### src/design/sld_pkg.sv
`timescale 1ns / 1ps
// Shared types and constants for the sync/length/XOR deframer.
package sld_pkg;

    localparam logic [7:0] SYNC0         = 8'h55;
    localparam logic [7:0] SYNC1         = 8'h4E;
    localparam logic [7:0] SYNC2         = 8'h45;
    localparam logic [7:0] SYNC3         = 8'h52;
    localparam logic [7:0] TOKEN         = 8'h3A;
    localparam logic [7:0] TIMEOUT_RESET = 8'd5;
    localparam logic [7:0] HDR_XOR       = SYNC0 ^ SYNC1 ^ SYNC2 ^ SYNC3 ^ TOKEN;

    localparam logic KIND_BYTE = 1'b0;
    localparam logic KIND_TICK = 1'b1;

    typedef enum logic [1:0] {
        ST_PAYLOAD = 2'd0,
        ST_GOOD    = 2'd1,
        ST_BAD     = 2'd2,
        ST_ABORT   = 2'd3
    } status_t;

    typedef enum logic [6:0] {
        PH_HUNT    = 7'b0000001,
        PH_SYNC1   = 7'b0000010,
        PH_SYNC2   = 7'b0000100,
        PH_SYNC3   = 7'b0001000,
        PH_LENGTH  = 7'b0010000,
        PH_TOKEN   = 7'b0100000,
        PH_PAYLOAD = 7'b1000000
    } phase_t;

    typedef struct packed {
        logic       item_kind;
        logic [7:0] rx_byte;
    } item_t;

    typedef struct packed {
        logic [7:0] payload_byte;
        logic [7:0] byte_index;
        status_t    frame_status;
        logic       end_of_frame;
    } result_t;

endpackage

### src/design/sld_item_if.sv
`timescale 1ns / 1ps
// Input item channel: received bytes and timer ticks.
interface sld_item_if;
    logic       valid;
    logic       ready;
    logic       item_kind;
    logic [7:0] rx_byte;

    modport source (output valid, output item_kind, output rx_byte, input ready);
    modport sink (input valid, input item_kind, input rx_byte, output ready);
endinterface

### src/design/sld_result_if.sv
`timescale 1ns / 1ps
// Result channel: payload bytes and frame end status.
interface sld_result_if;
    logic       valid;
    logic       ready;
    logic [7:0] payload_byte;
    logic [7:0] byte_index;
    logic [1:0] frame_status;
    logic       end_of_frame;

    modport source (output valid, output payload_byte, output byte_index,
                    output frame_status, output end_of_frame, input ready);
    modport sink (input valid, input payload_byte, input byte_index,
                  input frame_status, input end_of_frame, output ready);
endinterface

### src/design/sld_cfg_if.sv
`timescale 1ns / 1ps
// Configuration write channel for the timeout register.
interface sld_cfg_if;
    logic       valid;
    logic       ready;
    logic [7:0] data;

    modport source (output valid, output data, input ready);
    modport sink (input valid, input data, output ready);
endinterface

### src/design/sync_length_xor_deframer_core.sv
`timescale 1ns / 1ps
// Top level of the sync/length/XOR deframer.
// Takes one item (received byte or timer tick) per clock while the output is
// not stalled and gives at most one result per item. Each item goes through an
// input register, then the parser updates its state and writes any result into
// the output register. Throughput is one item per cycle, set by the single
// parser pass between those two registers. A stalled result register stops the
// parser and then the input. The timeout register is read only when a frame
// starts, so a write takes effect at the next frame.
module sync_length_xor_deframer_core (
    input  logic  clk,
    input  logic  rst_n,
    sld_item_if.sink     item,
    sld_result_if.source result,
    sld_cfg_if.sink      cfg
);
    import sld_pkg::*;

    logic       in_valid_reg;
    item_t      in_item_reg;
    logic       out_valid_reg;
    result_t    out_reg;
    logic [7:0] timeout_reg;
    logic       advance;
    logic       res_valid;
    result_t    res;

    assign advance    = in_valid_reg && (!out_valid_reg || result.ready);
    assign item.ready = !in_valid_reg || advance;
    assign cfg.ready  = 1'b1;

    always_ff @(posedge clk or negedge rst_n)
    begin
        if (!rst_n)
            timeout_reg <= TIMEOUT_RESET;
        else if (cfg.valid && cfg.ready)
            timeout_reg <= cfg.data;
    end

    always_ff @(posedge clk or negedge rst_n)
    begin
        if (!rst_n)
            in_valid_reg <= 1'b0;
        else if (item.ready)
            in_valid_reg <= item.valid;
    end

    always_ff @(posedge clk)
    begin
        if (item.valid && item.ready)
            in_item_reg <= '{item_kind: item.item_kind, rx_byte: item.rx_byte};
    end

    sld_parser u_parser (
        .clk       (clk),
        .rst_n     (rst_n),
        .step      (advance),
        .item      (in_item_reg),
        .timeout   (timeout_reg),
        .res_valid (res_valid),
        .res       (res)
    );

    always_ff @(posedge clk or negedge rst_n)
    begin
        if (!rst_n)
            out_valid_reg <= 1'b0;
        else if (advance)
            out_valid_reg <= res_valid;
        else if (result.ready)
            out_valid_reg <= 1'b0;
    end

    always_ff @(posedge clk)
    begin
        if (advance && res_valid)
            out_reg <= res;
    end

    assign result.valid        = out_valid_reg;
    assign result.payload_byte = out_reg.payload_byte;
    assign result.byte_index   = out_reg.byte_index;
    assign result.frame_status = out_reg.frame_status;
    assign result.end_of_frame = out_reg.end_of_frame;

`ifndef ASSERT_OFF
    a_stall_holds_input: assert property (@(posedge clk) disable iff (!rst_n)
        in_valid_reg && out_valid_reg && !result.ready
        |=> in_valid_reg && $stable(in_item_reg))
        else $error("input stage lost an item during stall");

    a_result_leaves_on_ready: assert property (@(posedge clk) disable iff (!rst_n)
        out_valid_reg && !result.ready |=> out_valid_reg && $stable(out_reg))
        else $error("result register dropped or changed a pending result");
`endif

endmodule

### src/design/sld_parser.sv
`timescale 1ns / 1ps
// Frame parser: state registers and per-item next-state and result logic.
module sld_parser (
    input  logic            clk,
    input  logic            rst_n,
    input  logic            step,
    input  sld_pkg::item_t  item,
    input  logic [7:0]      timeout,
    output logic            res_valid,
    output sld_pkg::result_t res
);
    import sld_pkg::*;

    phase_t     phase_reg, phase_next;
    logic [7:0] bytes_left_reg, bytes_left_next;
    logic [7:0] xor_reg, xor_next;
    logic [7:0] count_reg, count_next;
    logic [7:0] ticks_reg, ticks_next;
    logic       is_sync0;
    logic [7:0] left_dec;

    assign is_sync0 = (item.rx_byte == SYNC0);
    assign left_dec = bytes_left_reg - 8'd1;

    always_comb
    begin
        phase_next      = phase_reg;
        bytes_left_next = bytes_left_reg;
        xor_next        = xor_reg;
        count_next      = count_reg;
        ticks_next      = ticks_reg;
        res_valid       = 1'b0;
        res             = '{payload_byte: 8'd0, byte_index: 8'd0,
                            frame_status: ST_PAYLOAD, end_of_frame: 1'b0};
        if (step)
        begin
            if (item.item_kind == KIND_TICK)
            begin
                if (phase_reg != PH_HUNT)
                begin
                    if (ticks_reg > 8'd1)
                    begin
                        ticks_next = ticks_reg - 8'd1;
                    end
                    else
                    begin
                        ticks_next = 8'd0;
                        phase_next = PH_HUNT;
                        if (phase_reg == PH_PAYLOAD && count_reg != 8'd0)
                        begin
                            res_valid = 1'b1;
                            res = '{payload_byte: 8'd0, byte_index: count_reg,
                                    frame_status: ST_ABORT, end_of_frame: 1'b1};
                        end
                    end
                end
            end
            else
            begin
                unique case (phase_reg)
                    PH_HUNT, PH_SYNC1, PH_SYNC2, PH_SYNC3, PH_TOKEN:
                    begin
                        if (phase_reg == PH_SYNC1 && item.rx_byte == SYNC1)
                            phase_next = PH_SYNC2;
                        else if (phase_reg == PH_SYNC2 && item.rx_byte == SYNC2)
                            phase_next = PH_SYNC3;
                        else if (phase_reg == PH_SYNC3 && item.rx_byte == SYNC3)
                            phase_next = PH_LENGTH;
                        else if (phase_reg == PH_TOKEN && item.rx_byte == TOKEN)
                        begin
                            phase_next = PH_PAYLOAD;
                            count_next = 8'd0;
                            xor_next   = HDR_XOR ^ bytes_left_reg;
                        end
                        else
                        begin
                            // mismatch: retest this byte as a frame start
                            phase_next = is_sync0 ? PH_SYNC1 : PH_HUNT;
                            if (is_sync0)
                                ticks_next = timeout;
                        end
                    end
                    PH_LENGTH:
                    begin
                        bytes_left_next = item.rx_byte;
                        phase_next      = PH_TOKEN;
                    end
                    PH_PAYLOAD:
                    begin
                        bytes_left_next = left_dec;
                        res_valid       = 1'b1;
                        if (left_dec != 8'd0)
                        begin
                            res = '{payload_byte: item.rx_byte, byte_index: count_reg,
                                    frame_status: ST_PAYLOAD, end_of_frame: 1'b0};
                            count_next = count_reg + 8'd1;
                            xor_next   = xor_reg ^ item.rx_byte;
                        end
                        else
                        begin
                            phase_next = PH_HUNT;
                            res = '{payload_byte: 8'd0, byte_index: count_reg,
                                    frame_status: (xor_reg == item.rx_byte) ?
                                                  ST_GOOD : ST_BAD,
                                    end_of_frame: 1'b1};
                        end
                    end
                    default:
                    begin
                        phase_next = PH_HUNT;
                    end
                endcase
            end
        end
    end

    always_ff @(posedge clk or negedge rst_n)
    begin
        if (!rst_n)
        begin
            phase_reg      <= PH_HUNT;
            bytes_left_reg <= 8'd0;
            xor_reg        <= 8'd0;
            count_reg      <= 8'd0;
            ticks_reg      <= 8'd0;
        end
        else
        begin
            phase_reg      <= phase_next;
            bytes_left_reg <= bytes_left_next;
            xor_reg        <= xor_next;
            count_reg      <= count_next;
            ticks_reg      <= ticks_next;
        end
    end

`ifndef ASSERT_OFF
    a_end_returns_to_hunt: assert property (@(posedge clk) disable iff (!rst_n)
        res_valid && res.end_of_frame |=> phase_reg == PH_HUNT)
        else $error("frame end did not return parser to hunt");

    a_payload_index_advances: assert property (@(posedge clk) disable iff (!rst_n)
        res_valid && res.frame_status == ST_PAYLOAD
        |=> count_reg == $past(res.byte_index) + 8'd1)
        else $error("payload index did not advance");

    a_tick_only_aborts: assert property (@(posedge clk) disable iff (!rst_n)
        step && item.item_kind == KIND_TICK && res_valid
        |-> res.frame_status == ST_ABORT && $past(phase_reg) != PH_HUNT
            || res.frame_status == ST_ABORT && phase_reg == PH_PAYLOAD)
        else $error("tick produced a non-abort result");
`endif

endmodule

### src/flat_wrapper.sv
// flat-port wrapper written by rule: the top's interface ports become plain ports
module sync_length_xor_deframer_core_flat import sld_pkg::*;
  (clk, rst_n, item_valid, item_item_kind, item_rx_byte, item_ready, result_valid, result_payload_byte, result_byte_index, result_frame_status, result_end_of_frame, result_ready, cfg_valid, cfg_data, cfg_ready);
  sld_item_if item_i ();
  sld_result_if result_i ();
  sld_cfg_if cfg_i ();
  input  logic clk;
  input  logic rst_n;
  input wire logic [$bits(item_i.valid)-1:0] item_valid;
  input wire logic [$bits(item_i.item_kind)-1:0] item_item_kind;
  input wire logic [$bits(item_i.rx_byte)-1:0] item_rx_byte;
  output wire logic [$bits(item_i.ready)-1:0] item_ready;
  output wire logic [$bits(result_i.valid)-1:0] result_valid;
  output wire logic [$bits(result_i.payload_byte)-1:0] result_payload_byte;
  output wire logic [$bits(result_i.byte_index)-1:0] result_byte_index;
  output wire logic [$bits(result_i.frame_status)-1:0] result_frame_status;
  output wire logic [$bits(result_i.end_of_frame)-1:0] result_end_of_frame;
  input wire logic [$bits(result_i.ready)-1:0] result_ready;
  input wire logic [$bits(cfg_i.valid)-1:0] cfg_valid;
  input wire logic [$bits(cfg_i.data)-1:0] cfg_data;
  output wire logic [$bits(cfg_i.ready)-1:0] cfg_ready;
  assign item_i.valid = item_valid;
  assign item_i.item_kind = item_item_kind;
  assign item_i.rx_byte = item_rx_byte;
  assign item_ready = item_i.ready;
  assign result_valid = result_i.valid;
  assign result_payload_byte = result_i.payload_byte;
  assign result_byte_index = result_i.byte_index;
  assign result_frame_status = result_i.frame_status;
  assign result_end_of_frame = result_i.end_of_frame;
  assign result_i.ready = result_ready;
  assign cfg_i.valid = cfg_valid;
  assign cfg_i.data = cfg_data;
  assign cfg_ready = cfg_i.ready;
  sync_length_xor_deframer_core u_core (.clk(clk), .rst_n(rst_n), .item(item_i), .result(result_i), .cfg(cfg_i));
endmodule
### config.mk
export PLATFORM = sky130hd
export DESIGN_NAME = sync_length_xor_deframer_core_flat
export DESIGN_NICKNAME = d
export VERILOG_FILES = /design/src/design/sld_pkg.sv /design/src/design/sld_item_if.sv /design/src/design/sld_result_if.sv /design/src/design/sld_cfg_if.sv /design/src/design/sync_length_xor_deframer_core.sv /design/src/design/sld_parser.sv /design/src/flat_wrapper.sv
export SDC_FILE = /design/constraint.sdc
export NUM_CORES = 1
export LEC_CHECK = 0
export ABC_AREA = 1
export BUFFER_PORTS_ARGS = -buffer_cell sky130_fd_sc_hd__buf_2
export CELL_PAD_IN_SITES_DETAIL_PLACEMENT = 1
export CELL_PAD_IN_SITES_GLOBAL_PLACEMENT = 1
export CORE_ASPECT_RATIO = 0.7
export CORE_UTILIZATION = 35
export DETAILED_ROUTE_END_ITERATION = 7
export PLACE_DENSITY = 0.76
export REMOVE_ABC_BUFFERS = 1
export SLEW_MARGIN = 25
export SYNTH_ARGS = -nofsm -noshare
export SYNTH_HDL_FRONTEND = slang
export SYNTH_SLANG_ARGS = --single-unit
### constraint.sdc
create_clock -name clk -period 2 [get_ports clk]
set_clock_uncertainty 0.05 [all_clocks]
set_input_delay 0 -clock clk [delete_from_list [all_inputs] [get_ports clk]]
set_output_delay 0 -clock clk [all_outputs]
set_load 0.05 [all_outputs]
Word level (Yosys, flattened, before mapping) --
Cells that the tools add are included. W data, S select, Z words.
Storage, ports and cells: input bits 22, register bits after elaboration 77
Cells by class: bitwise logic cells 3, reduce and logical (&&, ||, !) cells 24, $lt $le $gt $ge 1, add/subtract/negate cells 3, equal/unequal tests 26, multiplexer cells 47
Operator list (count):
- $mux W8 | 19
- $mux W19 | 3
- $mux W7 | 8
- $pmux W8 S2 | 3
- $mux W11 | 3
- $eq A8 B7 Y1 const B | 4
- $pmux W7 S3 | 1
- $reduce_and A8 Y1 | 2
- $reduce_bool A8 Y1 | 2
- $sub A8 B1 Y8 const B | 2
- $ne A2 B2 Y1 const B | 6
- $ne A2 B1 Y1 const B | 5
- $reduce_bool A2 Y1 | 5
- $add A8 B1 Y8 const B | 1
- $eq A8 B6 Y1 const B | 1
- $eq A8 B8 Y1 | 1
- $gt A8 B1 Y1 const B | 1
- $logic_and A1 B1 Y1 | 8
- $mux W1 | 8
- $xor A8 B8 Y8 | 1
- $eq A7 B1 Y1 const B | 1
- $eq A7 B2 Y1 const B | 1
- $eq A7 B3 Y1 const B | 1
- $eq A7 B4 Y1 const B | 1
- other kinds (13) | 16

Logic depth before layout (Yosys ltp) --
Gate-level depths: netlist of run 1.
depth in word-level cells 8, mapped depth 14, gate-level depth less buffers 14

Cells and area by module --
Synthesis of run 1 repeated with hierarchy kept, for this count alone.
Second synthesis, totals: cell total of the unflattened synthesis 505, area total of the unflattened synthesis 4284.1 um^2
Modules (own cells, without submodules):
- sld_parser | cells an instance 427, times used 1, sequential area each 977.2 um^2, area an instance 3016.6 um^2
- sync_length_xor_deframer_core | cells an instance 78, times used 1, sequential area each 1093.5 um^2, area an instance 1267.5 um^2

Worst setup path before layout of run 1 --
Ideal clock, no wire load.
path kind register to register, start reg u_core.u_parser.ticks_reg[0], end reg u_core.out_reg (netlist bit u_core.result.byte_index[0]), data pin, period minus slack after synthesis 1.972 ns, setup time 0.141 ns, path slack 0.028 ns, stages on the path, launching flop included 9, required time 1.809 ns, arrival 1.780 ns, cells stage by stage dfrtp_1 -> inv_1 -> ha_1 -> o21ai_0 -> nor2_1 -> nand4_2 -> a21oi_4 -> inv_2 -> nor2_1
On the way: longest elaborated chain between the ends 4
RTL lines:
- start: declaration | RTL line sld_parser.sv:18 | logic [7:0] ticks_reg, ticks_next;
- start signal: assignment | RTL line sld_parser.sv:133 | ticks_reg <= ticks_next;
- $gt A8 B1 Y1 | RTL line sld_parser.sv:41 | if (ticks_reg > 8'd1)
- $mux W11 | RTL line sld_parser.sv:41
- $mux W11 | RTL line sld_parser.sv:39 | if (phase_reg != PH_HUNT)
- $mux W19 | RTL line sld_parser.sv:37 | if (item.item_kind == KIND_TICK)
- end signal: assignment | RTL line sync_length_xor_deframer_core.sv:77 | out_reg <= res;
- end: declaration | RTL line sync_length_xor_deframer_core.sv:22 | result_t out_reg;
Every way passes these cells. A chain may end at the register's enable or synchronous reset.

Worst setup path in the final report of run 1 --
start reg u_core.u_parser.bytes_left_reg[4], end reg u_core.u_parser.phase_reg[1]
On the way: longest elaborated chain between the ends 4
RTL lines:
- start: declaration | RTL line sld_parser.sv:15 | logic [7:0] bytes_left_reg, bytes_left_next;
- start signal: assignment | RTL line sld_parser.sv:130 | bytes_left_reg <= bytes_left_next;
- $sub A8 B1 Y8 | RTL line sld_parser.sv:23 | assign left_dec = bytes_left_reg - 8'd1;
- $reduce_bool A8 Y1 | RTL line sld_parser.sv:92 | if (left_dec != 8'd0)
- $ne A3 B2 Y1 (no line)
- $reduce_and A4 Y1 (no line)
- end signal: assignment | RTL line sld_parser.sv:129 | phase_reg <= phase_next;
- end: declaration | RTL line sld_parser.sv:14 | phase_t phase_reg, phase_next;
Every way passes these cells.

==> summary.txt, run 1 <==
status: complete, but fails checks
violated checks: negative setup slack
Peak Freq: 0.491 GHz
Die Wd: 132 um
DP HPWL: 8920 um
vias in the first global route: 3989
min Tclk post-route: 2.04 ns
Clock Path Buffers: 2
Fin. Hold Viols: 0
Storage cell area: 2070 sq um
Initial Util: 36.7%
LEAKAGE: 2.61 nW
final WL: 13200 um
Die H: 92.9 um
ratio of cells with drive above 1 in the final layout: 30.8%
Detailed Routing Iterations Pass 1: 5
via count: 3959
Fin Setup TNS: -0.403 ns
Filler Cells Inserted: 1322
area of the multi-input gates: 1980 sq um
CTS tree: built
Sink Count: 77
met2 Track Usage GR: 36.4%
area leader, netlist: dfrtp_1
synthesized flop and latch total: 77
Post-Syn Area: 4130 sq um
reg-to-reg endpoint: u_core.u_parser.phase_reg[1]
fin nets: 653
final-report max-slew violation count: 0
Power Dens Cells: 809 nW/um^2
worst reg-to-reg path cell count: 10
Largest register FFs: 9
Hold Path Class: input port to flip-flop
most common cell after layout, fill and taps aside: nand2_1
Clock power frac: 36.6%
wire length per cell: 16.8 um
Worst R2R Setup Slack: -0.04 ns
worst-path cell chain: nor2_2, nand2_1, o21ai_2, nand2_2, nor2_4, buf_4, nand2_4, a21oi_4, nand2_1, nand2_1
post-synth cell types: 36
hold_sp: cfg_valid
CTS root buf: clkbuf_16
Final Util: 51.2%
gpl congestion: 0.890
H-tree levels: 3
top post-synthesis cells by area: dfrtp_1 (28%), edfxtp_1 (20%), nand2_1 (12%), inv_1 (5.5%), nor2_1 (5.5%)
Pwr Total: 0.00466 W
GR Overflow Total: 0
synthesized area per cell: 8.21 sq um
sw power: 0.00143 W
Reg2Reg Launch Point: u_core.u_parser.bytes_left_reg[4]
most frequent cells in the layout: nand2_1 (113), nor2_1 (54), inv_1 (51)
count of input and output buffers: 42
first-pass GRT wire length: 20500 um
Mapped Cells: 503
Seq/Total Area, Yosys: 50.2%
Arr. time, crit path: 2.27 ns
DRT iter0 DRCs: 276
sw frac: 30.6%
die area: 12200 sq um
slowest CP cell: dfrtp_1
slowest stage delay, CP: 0.46 ns
clock slew at reported path FFs: 0.06 ns
Core Rows: 32
Global Route met1 Usage: 29.1%
RSZ-0062 raised after global routing: true
Period Utilization, post-route: 102%
Via density: 5.06
DRC Markers: 0
Worst-Skew Late Latency: 0.35 ns
Logic pwr share: 23.3%
Core ar.: 11300 sq um
maximum VDD drop: 0.399 mV
diode count: 0
ANT nets after route: 0
Hold EP: u_core.timeout_reg[1]
initial antenna violation count: 0
WHS Path Cells: 2
Top Ports: 44
most used cell, CP: nand2_1
largest net degree at the start of global routing: 20
met3 usage: 4.60%
Yosys top cell area share: 27.9%
crit-path max FO: 5
Setup crit end kind: flip-flop
max cap viols: 0
Critical Path Start Type: flip-flop
final std cells w/o fill: 783
Total GRT Usage: 22.0%
CP Class: flip-flop to flip-flop
sequential power share: 40.2%
internal power: 0.00324 W
most used routing layer: met2
Area Growth Syn to Fin: 39.6%
Yosys warning total: 0
final setup violating endpoints: 22
CP required: 2.23 ns
placed cells: 716
final worst setup slack: -0.0363 ns
Num CTS Buffers: 9
[metrics by stage]
step | worst slack, ns | hold slack (ns) | cell area, sq um
after global placement | 0.0446 | -0.145 | 4720
final | -0.0363 | 0.0123 | 5760
after detailed placement | -0.127 | -0.143 | 4720
after global routing | -0.131 | 0.0214 | 5760
after CTS | -0.0530 | 0.00308 | 5550
after floorplan | -0.103 | -0.346 | 4060
[worst max-delay path by stage]
stage,slack (ns),cells past startpoint,endpoint,start
finish,-0.04,10,u_core.u_parser.phase_reg[1],u_core.u_parser.bytes_left_reg[4]
global route,-0.13,11,u_core.u_parser.phase_reg[2],u_core.u_parser.bytes_left_reg[6]
CTS,-0.05,14,u_core.u_parser.xor_reg[1],u_core.u_parser.bytes_left_reg[1]
detailed placement,-0.13,11,u_core.result.payload_byte[2],u_core.u_parser.bytes_left_reg[0]
global placement,0.04,11,u_core.result.payload_byte[3],u_core.u_parser.bytes_left_reg[1]
floorplan,-0.10,7,u_core.u_parser.phase_reg[3],u_core.u_parser.ticks_reg[0]
[layout make-up]
class                      instances  area share [%]
tap                              153            3.32
timing repair buffer             122            16.8
clock buffer                      12            4.28
multi-input combinational        349            34.3
sequential                        77            35.9
clock inverter                     4           0.977
inverter                          66            4.38
[cell usage after synthesis (all sizes together)]
library cell / n
o22ai: 5
conb: 1
dfstp: 3
nand4: 11
mux2: 1
clkbuf: 5
mux2i: 1
nand3: 30
nor3: 4
o211ai: 1
o31ai: 1
xor2: 11
nor2: 68
dfrtp: 46
a21oi: 16
nand2: 134
inv: 66
o21ai: 53
or2: 1
buf: 6
nand3b: 1
edfxtp: 28
xnor2: 4
ha: 6
[critical path, delay by kind of cell (launching register included)]
family	cells	cell delay [ns]
flops	1	0.46
buf+inv	1	0.14
compound gates	2	0.39
simple gates	7	0.91
[cells by family after synthesis]
kind of cell             Yosys count  share of synthesized area, %
XOR/XNOR                          15                          3.18
AO/OA/AOI/OAI                     76                          10.9
adder cells (fa/ha/maj)            6                          1.82
buffers and inverters             77                          7.70
flip-flops                        77                          50.2
multiplexers                       2                         0.515
other                              1                        0.0908
AND/OR/NAND/NOR                  249                          25.6
[per-layer routing]
| metal | wire length, um | up-vias |
|---|---|---|
| li1 | - | 1867 |
| met1 | 6000 | 1940 |
| met2 | 6260 | 130 |
| met3 | 739 | 22 |
| met4 | 180 | 0 |
| met5 | 0 | - |
[power groups by stage]
stage                     clock [W]  sequential [W]  combinational, W
after floorplan                   0         0.00187          0.000589
after global placement            0         0.00190          0.000882
after detailed placement          0         0.00190          0.000932
after CTS                   0.00173         0.00187           0.00101
after global routing        0.00178         0.00189           0.00121
final                       0.00171         0.00187           0.00108
[timing repair]
item,CTS,global route
setup buffers,11,9
gates cloned,2,1
endpoints found under the setup margin,35,62
resized for setup,19,65
hold buffers,30,0
pin swaps,8,19
hold endpoints to repair,66,0
(Power assumes the default switching activity.)
==> run 2, diff against run 1 <==
Settings changed: CORE_UTILIZATION 35 to 40, PLACE_DENSITY 0.76 to 0.84, SYNTH_HIERARCHICAL from default to 1.
==> summary.txt, run 2 <==
Total GRT Usage: 29.5% (+7.6 points)
GR Overflow Total: 0 (unchanged)
number of synthesized flops with an enable pin: 28 (unchanged)
violated checks: negative setup slack
wire length per cell: 24.9 um (+48%)
Arr. time, crit path: 2.44 ns (+0.17 ns)
Die Wd: 126 um (-4.6%)
most frequent cells in the layout: nand2_1 (111), buf_4 (59), inv_1 (47)
Setup crit end kind: flip-flop
Worst-Margin Slew: 0.789 ns
Core Rows: 31 (-3.1%)
Hold Path Class: input port to asynchronous set/reset pin
most frequent cell after synthesis: nand2_1
post-synth cell types: 42 (+17%)
top post-synthesis cells by area: dfrtp_1 (27%), edfxtp_1 (20%), nand2_1 (12%), inv_1 (5.1%), o21ai_0 (3.7%)
worst-path cell chain: buf_4, nor2_1, nand2_1, nor2_4, inv_1, nand3_4, nand2_1, nand2_4, nand3_4, nand2_1, o21ai_2
Seq/Total Area, Yosys: 48.3% (-1.8 points)
Post-Syn Area: 4280 sq um (+3.8%)
Critical Path Start Type: flip-flop
Pwr Total: 0.00822 W (+76%)
final setup violating endpoints: 67 (+200%)
DP HPWL: 9200 um (+3.2%)
Slew headroom: 47.3%
Die H: 88.6 um (-4.6%)
CP required: 2.18 ns (-0.05 ns)
synthesized area per cell: 8.48 sq um (+3.3%)
Peak Freq: 0.442 GHz (-9.9%)
ratio of cells with drive above 1 in the final layout: 38.7% (+7.9 points)
sw power: 0.00366 W (+160%)
final-report max-slew violation count: 0 (unchanged)
ANT nets after route: 0 (unchanged)
Num CTS Buffers: 9 (unchanged)
slowest stage delay, CP: 0.43 ns (-0.03 ns)
Top Ports: 44 (unchanged)
diode count: 0 (unchanged)
Post-synth top cells: nand2_1 (137), inv_1 (58), dfrtp_1 (46)
count of input and output buffers: 42 (unchanged)
Main synth FF type: dfrtp_1
Mapped Cells: 505 (+0.40%)
Yosys warning total: 6 (+6)
min Tclk post-route: 2.26 ns (+0.224 ns)
Period Utilization, post-route: 113% (+11 points)
die area: 11100 sq um (-9.1%)
gpl congestion: 0.893 (+0.33%)
Post-synth ARST share: 63.6% (unchanged)
slowest CP cell: dfrtp_1
area leader, netlist: dfrtp_1
Largest register FFs: 9 (unchanged)
max cap viols: 0 (unchanged)
CTS tree: built
RSZ-0062 raised after global routing: true
Sink Count: 77 (unchanged)
via count: 4783 (+21%)
pre-CTS setup slack: -0.128 ns (-0.000306 ns)
largest net degree at the start of global routing: 28 (+40%)
vias in the first global route: 4574 (+15%)
LEAKAGE: 2.88 nW (+11%)
internal power: 0.00456 W (+41%)
Worst-Skew Late Latency: 0.35 ns (about the same)
fin nets: 687 (+5.2%)
DRT iter0 DRCs: 554 (+100%)
final WL: 19800 um (+50%)
status: complete, but fails checks
Yosys top cell area share: 26.9% (-1.0 points)
most common cell after layout, fill and taps aside: nand2_1
Clock power frac: 23.1% (-13 points)
Initial Util: 41.2% (+4.5 points)
sw frac: 44.5% (+14 points)
first-pass GRT wire length: 24500 um (+19%)
crit-path max FO: 8 (+3)
Detailed Routing Iterations Pass 1: 5 (unchanged)
CP Class: flip-flop to flip-flop
DRC Markers: 0 (unchanged)
critical path's top delay family: simple AND/OR/NAND/NOR gates
Via density: 6.01 (+19%)
hold slack: 0.144 ns (+0.131 ns)
Logic pwr share: 48.4% (+25 points)
Area Growth Syn to Fin: 49.1%
CTS root buf: clkbuf_16
Worst R2R Setup Slack: -0.26 ns (-0.22 ns)
worst path bufs/invs: 2 (+1)
final worst setup slack: -0.261 ns (-0.224 ns)
H-tree levels: 3 (unchanged)
synthesized flop and latch total: 77 (unchanged)
sequential power share: 28.5% (-12 points)
maximum VDD drop: 0.587 mV (+47%)
initial antenna violation count: 1 (+1)
most used cell, CP: nand2_1
Core ar.: 10400 sq um (-7.6%)
Final Util: 61.4% (+10 points)
Power Dens Cells: 1290 nW/um^2 (+59%)
Clock Path Buffers: 2 (unchanged)
clock slew at reported path FFs: 0.07 ns (about the same)
Fin. Hold Viols: 0 (unchanged)
[run 2: repair_timing]
action	CTS	global route
buffers inserted	8	15
hold buffers	37	0
hold endpoints to repair	41	0
pin swaps	11	30
endpoints found under the setup margin	55	67
resized for setup	35	90
gates cloned	3	2
[run 2: worst paths after layout]
path                                              start                      endpoint  cells after the start
max                        u_core/u_parser/phase_reg[3]    u_core/u_parser/xor_reg[4]                     11
min                                               rst_n           u_core/in_valid_reg                      2
max reg2reg                u_core/u_parser/phase_reg[3]    u_core/u_parser/xor_reg[4]                     11
min reg2reg                  u_core/u_parser/xor_reg[3]    u_core/u_parser/xor_reg[3]                      2
max in group asynchronous                         rst_n  u_core/u_parser/phase_reg[0]                      3
min in group clk                        item_rx_byte[3]         u_core/in_item_reg[3]                      2
[run 2: final cells by class]
cell class	count	area, sq um
Tap cell	132	165
Clock buffer	13	304
Timing Repair Buffer	150	1190
Clock inverter	3	45.0
Multi-Input combinational cell	359	2370
Sequential cell	77	2070
Fill cell	1197	4010
Inverter	62	243
[run 2: logic make-up after synthesis]
| logic type | Yosys count | share of synthesized area [%] |
|---|---|---|
| flops | 77 | 48.3 |
| fa+ha+maj | 6 | 1.75 |
| compound gates | 64 | 9.64 |
| xor+xnor | 18 | 3.68 |
| buf+inv | 73 | 7.62 |
| other cells | 1 | 0.0875 |
| simple gates | 266 | 28.9 |
[run 2: power groups by stage]
stage	clock (W)	sequential (W)	combinational (W)
2_1_floorplan	0	0.00230	0.00159
3_3_place_gp	0	0.00224	0.00254
3_5_place_dp	0	0.00227	0.00270
4_1_cts	0.00189	0.00226	0.00309
5_1_grt	0.00195	0.00236	0.00413
6_report	0.00190	0.00235	0.00398
[run 2: routing by layer]
metal	vias up	global-route usage (%)	share of wire (%)	wire, um
li1	1952	-	-	-
met1	2365	35.9	38	7580
met2	344	50.6	47	9370
met3	120	7.98	8.5	1690
met4	2	12.3	5.7	1130
met5	-	0	0.066	13
[run 2: per-stage QoR]
stage	cells	TNS (ns)	cell area [sq um]
detailed placement	717	-3.16	4970
global route	796	-14.60	6390
floorplan	494	-18.37	4190
CTS	781	-0.892	5940
finish	796	-11.36	6390
global placement	717	0	4970
==> run 3, diff against run 2 <==
Settings changed: CORE_UTILIZATION 40 to 30, PLACE_DENSITY 0.84 to 0.68.
==> summary.txt, run 3 (same netlist as run 2, synthesis figures left out) <==
Total GRT Usage: 19.7% (-9.8 points)
DRT iter0 DRCs: 243 (-56%)
Reg2Reg Launch Point: u_core/u_parser/bytes_left_reg[1]
vias in the first global route: 4206 (-8.0%)
final WL: 13800 um (-30%)
Top Ports: 44 (unchanged)
Core ar.: 13900 sq um (+34%)
ANT nets after route: 0 (unchanged)
Power Dens Cells: 1170 nW/um^2 (-8.9%)
first-pass GRT wire length: 21900 um (-11%)
Period Utilization, post-route: 102% (-11 points)
min Tclk post-route: 2.03 ns (-0.228 ns)
worst reg-to-reg path cell count: 13 (+2)
ratio of cells with drive above 1 in the final layout: 37.6% (-1.1 points)
largest net degree at the start of global routing: 48 (+71%)
RSZ-0062 raised after global routing: true
DP HPWL: 9210 um (about the same)
crit-path max FO: 5 (-3)
diode count: 0 (unchanged)
Area Growth Syn to Fin: 47.7%
Worst-Skew Late Latency: 0.36 ns (about the same)
Arr. time, crit path: 2.27 ns (-0.17 ns)
final setup violating endpoints: 5 (-93%)
hold_sp: cfg_valid
CTS tree: built
area of the multi-input gates: 2180 sq um (-8.1%)
max cap viols: 0 (unchanged)
reg-to-reg endpoint: u_core/u_parser/phase_reg[1]
H-tree levels: 3 (unchanged)
initial antenna violation count: 0 (-1)
CP required: 2.24 ns (+0.06 ns)
Hold Path Class: input port to flip-flop
Peak Freq: 0.492 GHz (+11%)
fin nets: 701 (+2.0%)
Final Util: 45.5% (-16 points)
most common cell after layout, fill and taps aside: nand2_1
Sink Count: 77 (unchanged)
Hold EP: u_core/timeout_reg[4]
gpl congestion: 0.817 (-8.4%)
final-report max-slew violation count: 0 (unchanged)
CTS root buf: clkbuf_16
Setup crit end kind: flip-flop
maximum VDD drop: 0.453 mV (-23%)
Storage cell area: 2070 sq um (unchanged)
Via density: 4.67 (-22%)
final worst setup slack: -0.0323 ns (+0.228 ns)
Filler Cells Inserted: 1636 (+37%)
Initial Util: 30.8% (-10 points)
GR Overflow Total: 0 (unchanged)
WHS Path Cells: 2
via count: 4053 (-15%)
Fin. Hold Viols: 0 (unchanged)
Clock Path Buffers: 2 (unchanged)
Worst R2R Setup Slack: -0.03 ns (+0.23 ns)
Largest register FFs: 9 (unchanged)
Critical Path Start Type: flip-flop
die area: 14800 sq um (+33%)
count of input and output buffers: 42 (unchanged)
Die H: 102 um (+15%)
status: complete, but fails checks
wire length per cell: 15.9 um (-36%)
Num CTS Buffers: 9 (unchanged)
DRC Markers: 1 (+1)
clock slew at reported path FFs: 0.06 ns (about the same)
CP Class: flip-flop to flip-flop
Detailed Routing Iterations Pass 1: 7 (+2)
Core Rows: 36 (+16%)
Die Wd: 145 um (+15%)
pre-CTS setup slack: -0.214 ns (-0.0867 ns)
placed cells: 791 (+10%)
violated checks: design-rule violations, negative setup slack
most frequent cells in the layout: nand2_1 (119), buf_4 (77), inv_1 (48)
final std cells w/o fill: 868 (+9.0%)
LEAKAGE: 2.86 nW (-0.87%)
[run 3: cell types whose count changed in the layout (fill, tap and decap cells not counted), moves of 3 or more]
cell and delta:
clkinv_2 +4, nor3_4 -7, buf_4 +18, nor3_1 +8
inv_4 -3, buf_6 -5, nand2_1 +8, nand2_4 -6
nand3_1 +3
[run 3: metal layers]
layer  global-route usage [%]  vias up  wire [um]
met5                        0        -          0
met4                     5.83        0        178
met3                     3.47       13        393
met2                     31.3       75       6470
met1                     27.5     1980       6780
li1                         -     1985          -
[run 3: area by class of cell]
type	count	share of cell area, %
clock buffer	10	3.95
timing repair buffer	166	20.9
sequential	77	32.7
clock inverter	6	0.573
multi-input combinational	357	34.4
inverter	62	3.70
tap	190	3.76
[run 3: what timing repair did]
item / CTS / global route
setup buffers: 13 / 9
endpoints found under the setup margin: 48 / 66
gates cloned: 2 / 2
pin swaps: 8 / 27
hold endpoints to repair: 68 / 0
hold buffers: 37 / 0
gates resized for setup: 31 / 55
[run 3: worst max path at each step]
stage	start	endpoint	slack, ns	cells after the start
global placement	u_core/u_parser/ticks_reg[1]	u_core/result.payload_byte[3]	-0.05	11
CTS	u_core/u_parser/ticks_reg[1]	u_core/result.payload_byte[7]	-0.008	12
floorplan	u_core/u_parser/phase_reg[4]	u_core/result.byte_index[0]	-0.88	9
detailed placement	u_core/u_parser/bytes_left_reg[1]	u_core/u_parser/phase_reg[0]	-0.21	14
finish	u_core/u_parser/bytes_left_reg[1]	u_core/u_parser/phase_reg[1]	-0.03	13
global route	u_core/u_parser/bytes_left_reg[1]	u_core/u_parser/phase_reg[1]	-0.11	13
[run 3: metrics by stage]
stage	total power [W]	cell area (sq um)	hold WS [ns]	setup TNS, ns
floorplan	0.00390	4190	-0.346	-18.37
global placement	0.00492	5180	-0.241	-1.00
detailed placement	0.00506	5180	-0.238	-3.62
CTS	0.00702	6090	0.0216	-0.114
global route	0.00792	6330	0.0914	-3.34
finish	0.00742	6330	0.0441	-0.116
[run 3: report_power, final]
part           switching (W)  internal, W  total (W)  leakage (nW)
Sequential          0.000303      0.00198    0.00228         0.880
Combinational        0.00205      0.00151    0.00356          1.83
Clock               0.000674     0.000908    0.00158         0.143
Total                0.00303      0.00439    0.00742          2.86
[run 3: critical path: stages (launching register included)]
cell and delay, ns:
dfrtp_1 0.40, inv_2 0.09, buf_4 0.10, buf_4 0.10, ha_1 0.14, nand3_1 0.13
nor2_2 0.14, nand2_2 0.08, nor2_4 0.13, nand2_2 0.10, nand2_4 0.10, nand3b_4 0.15
buf_6 0.16, o21ai_2 0.10
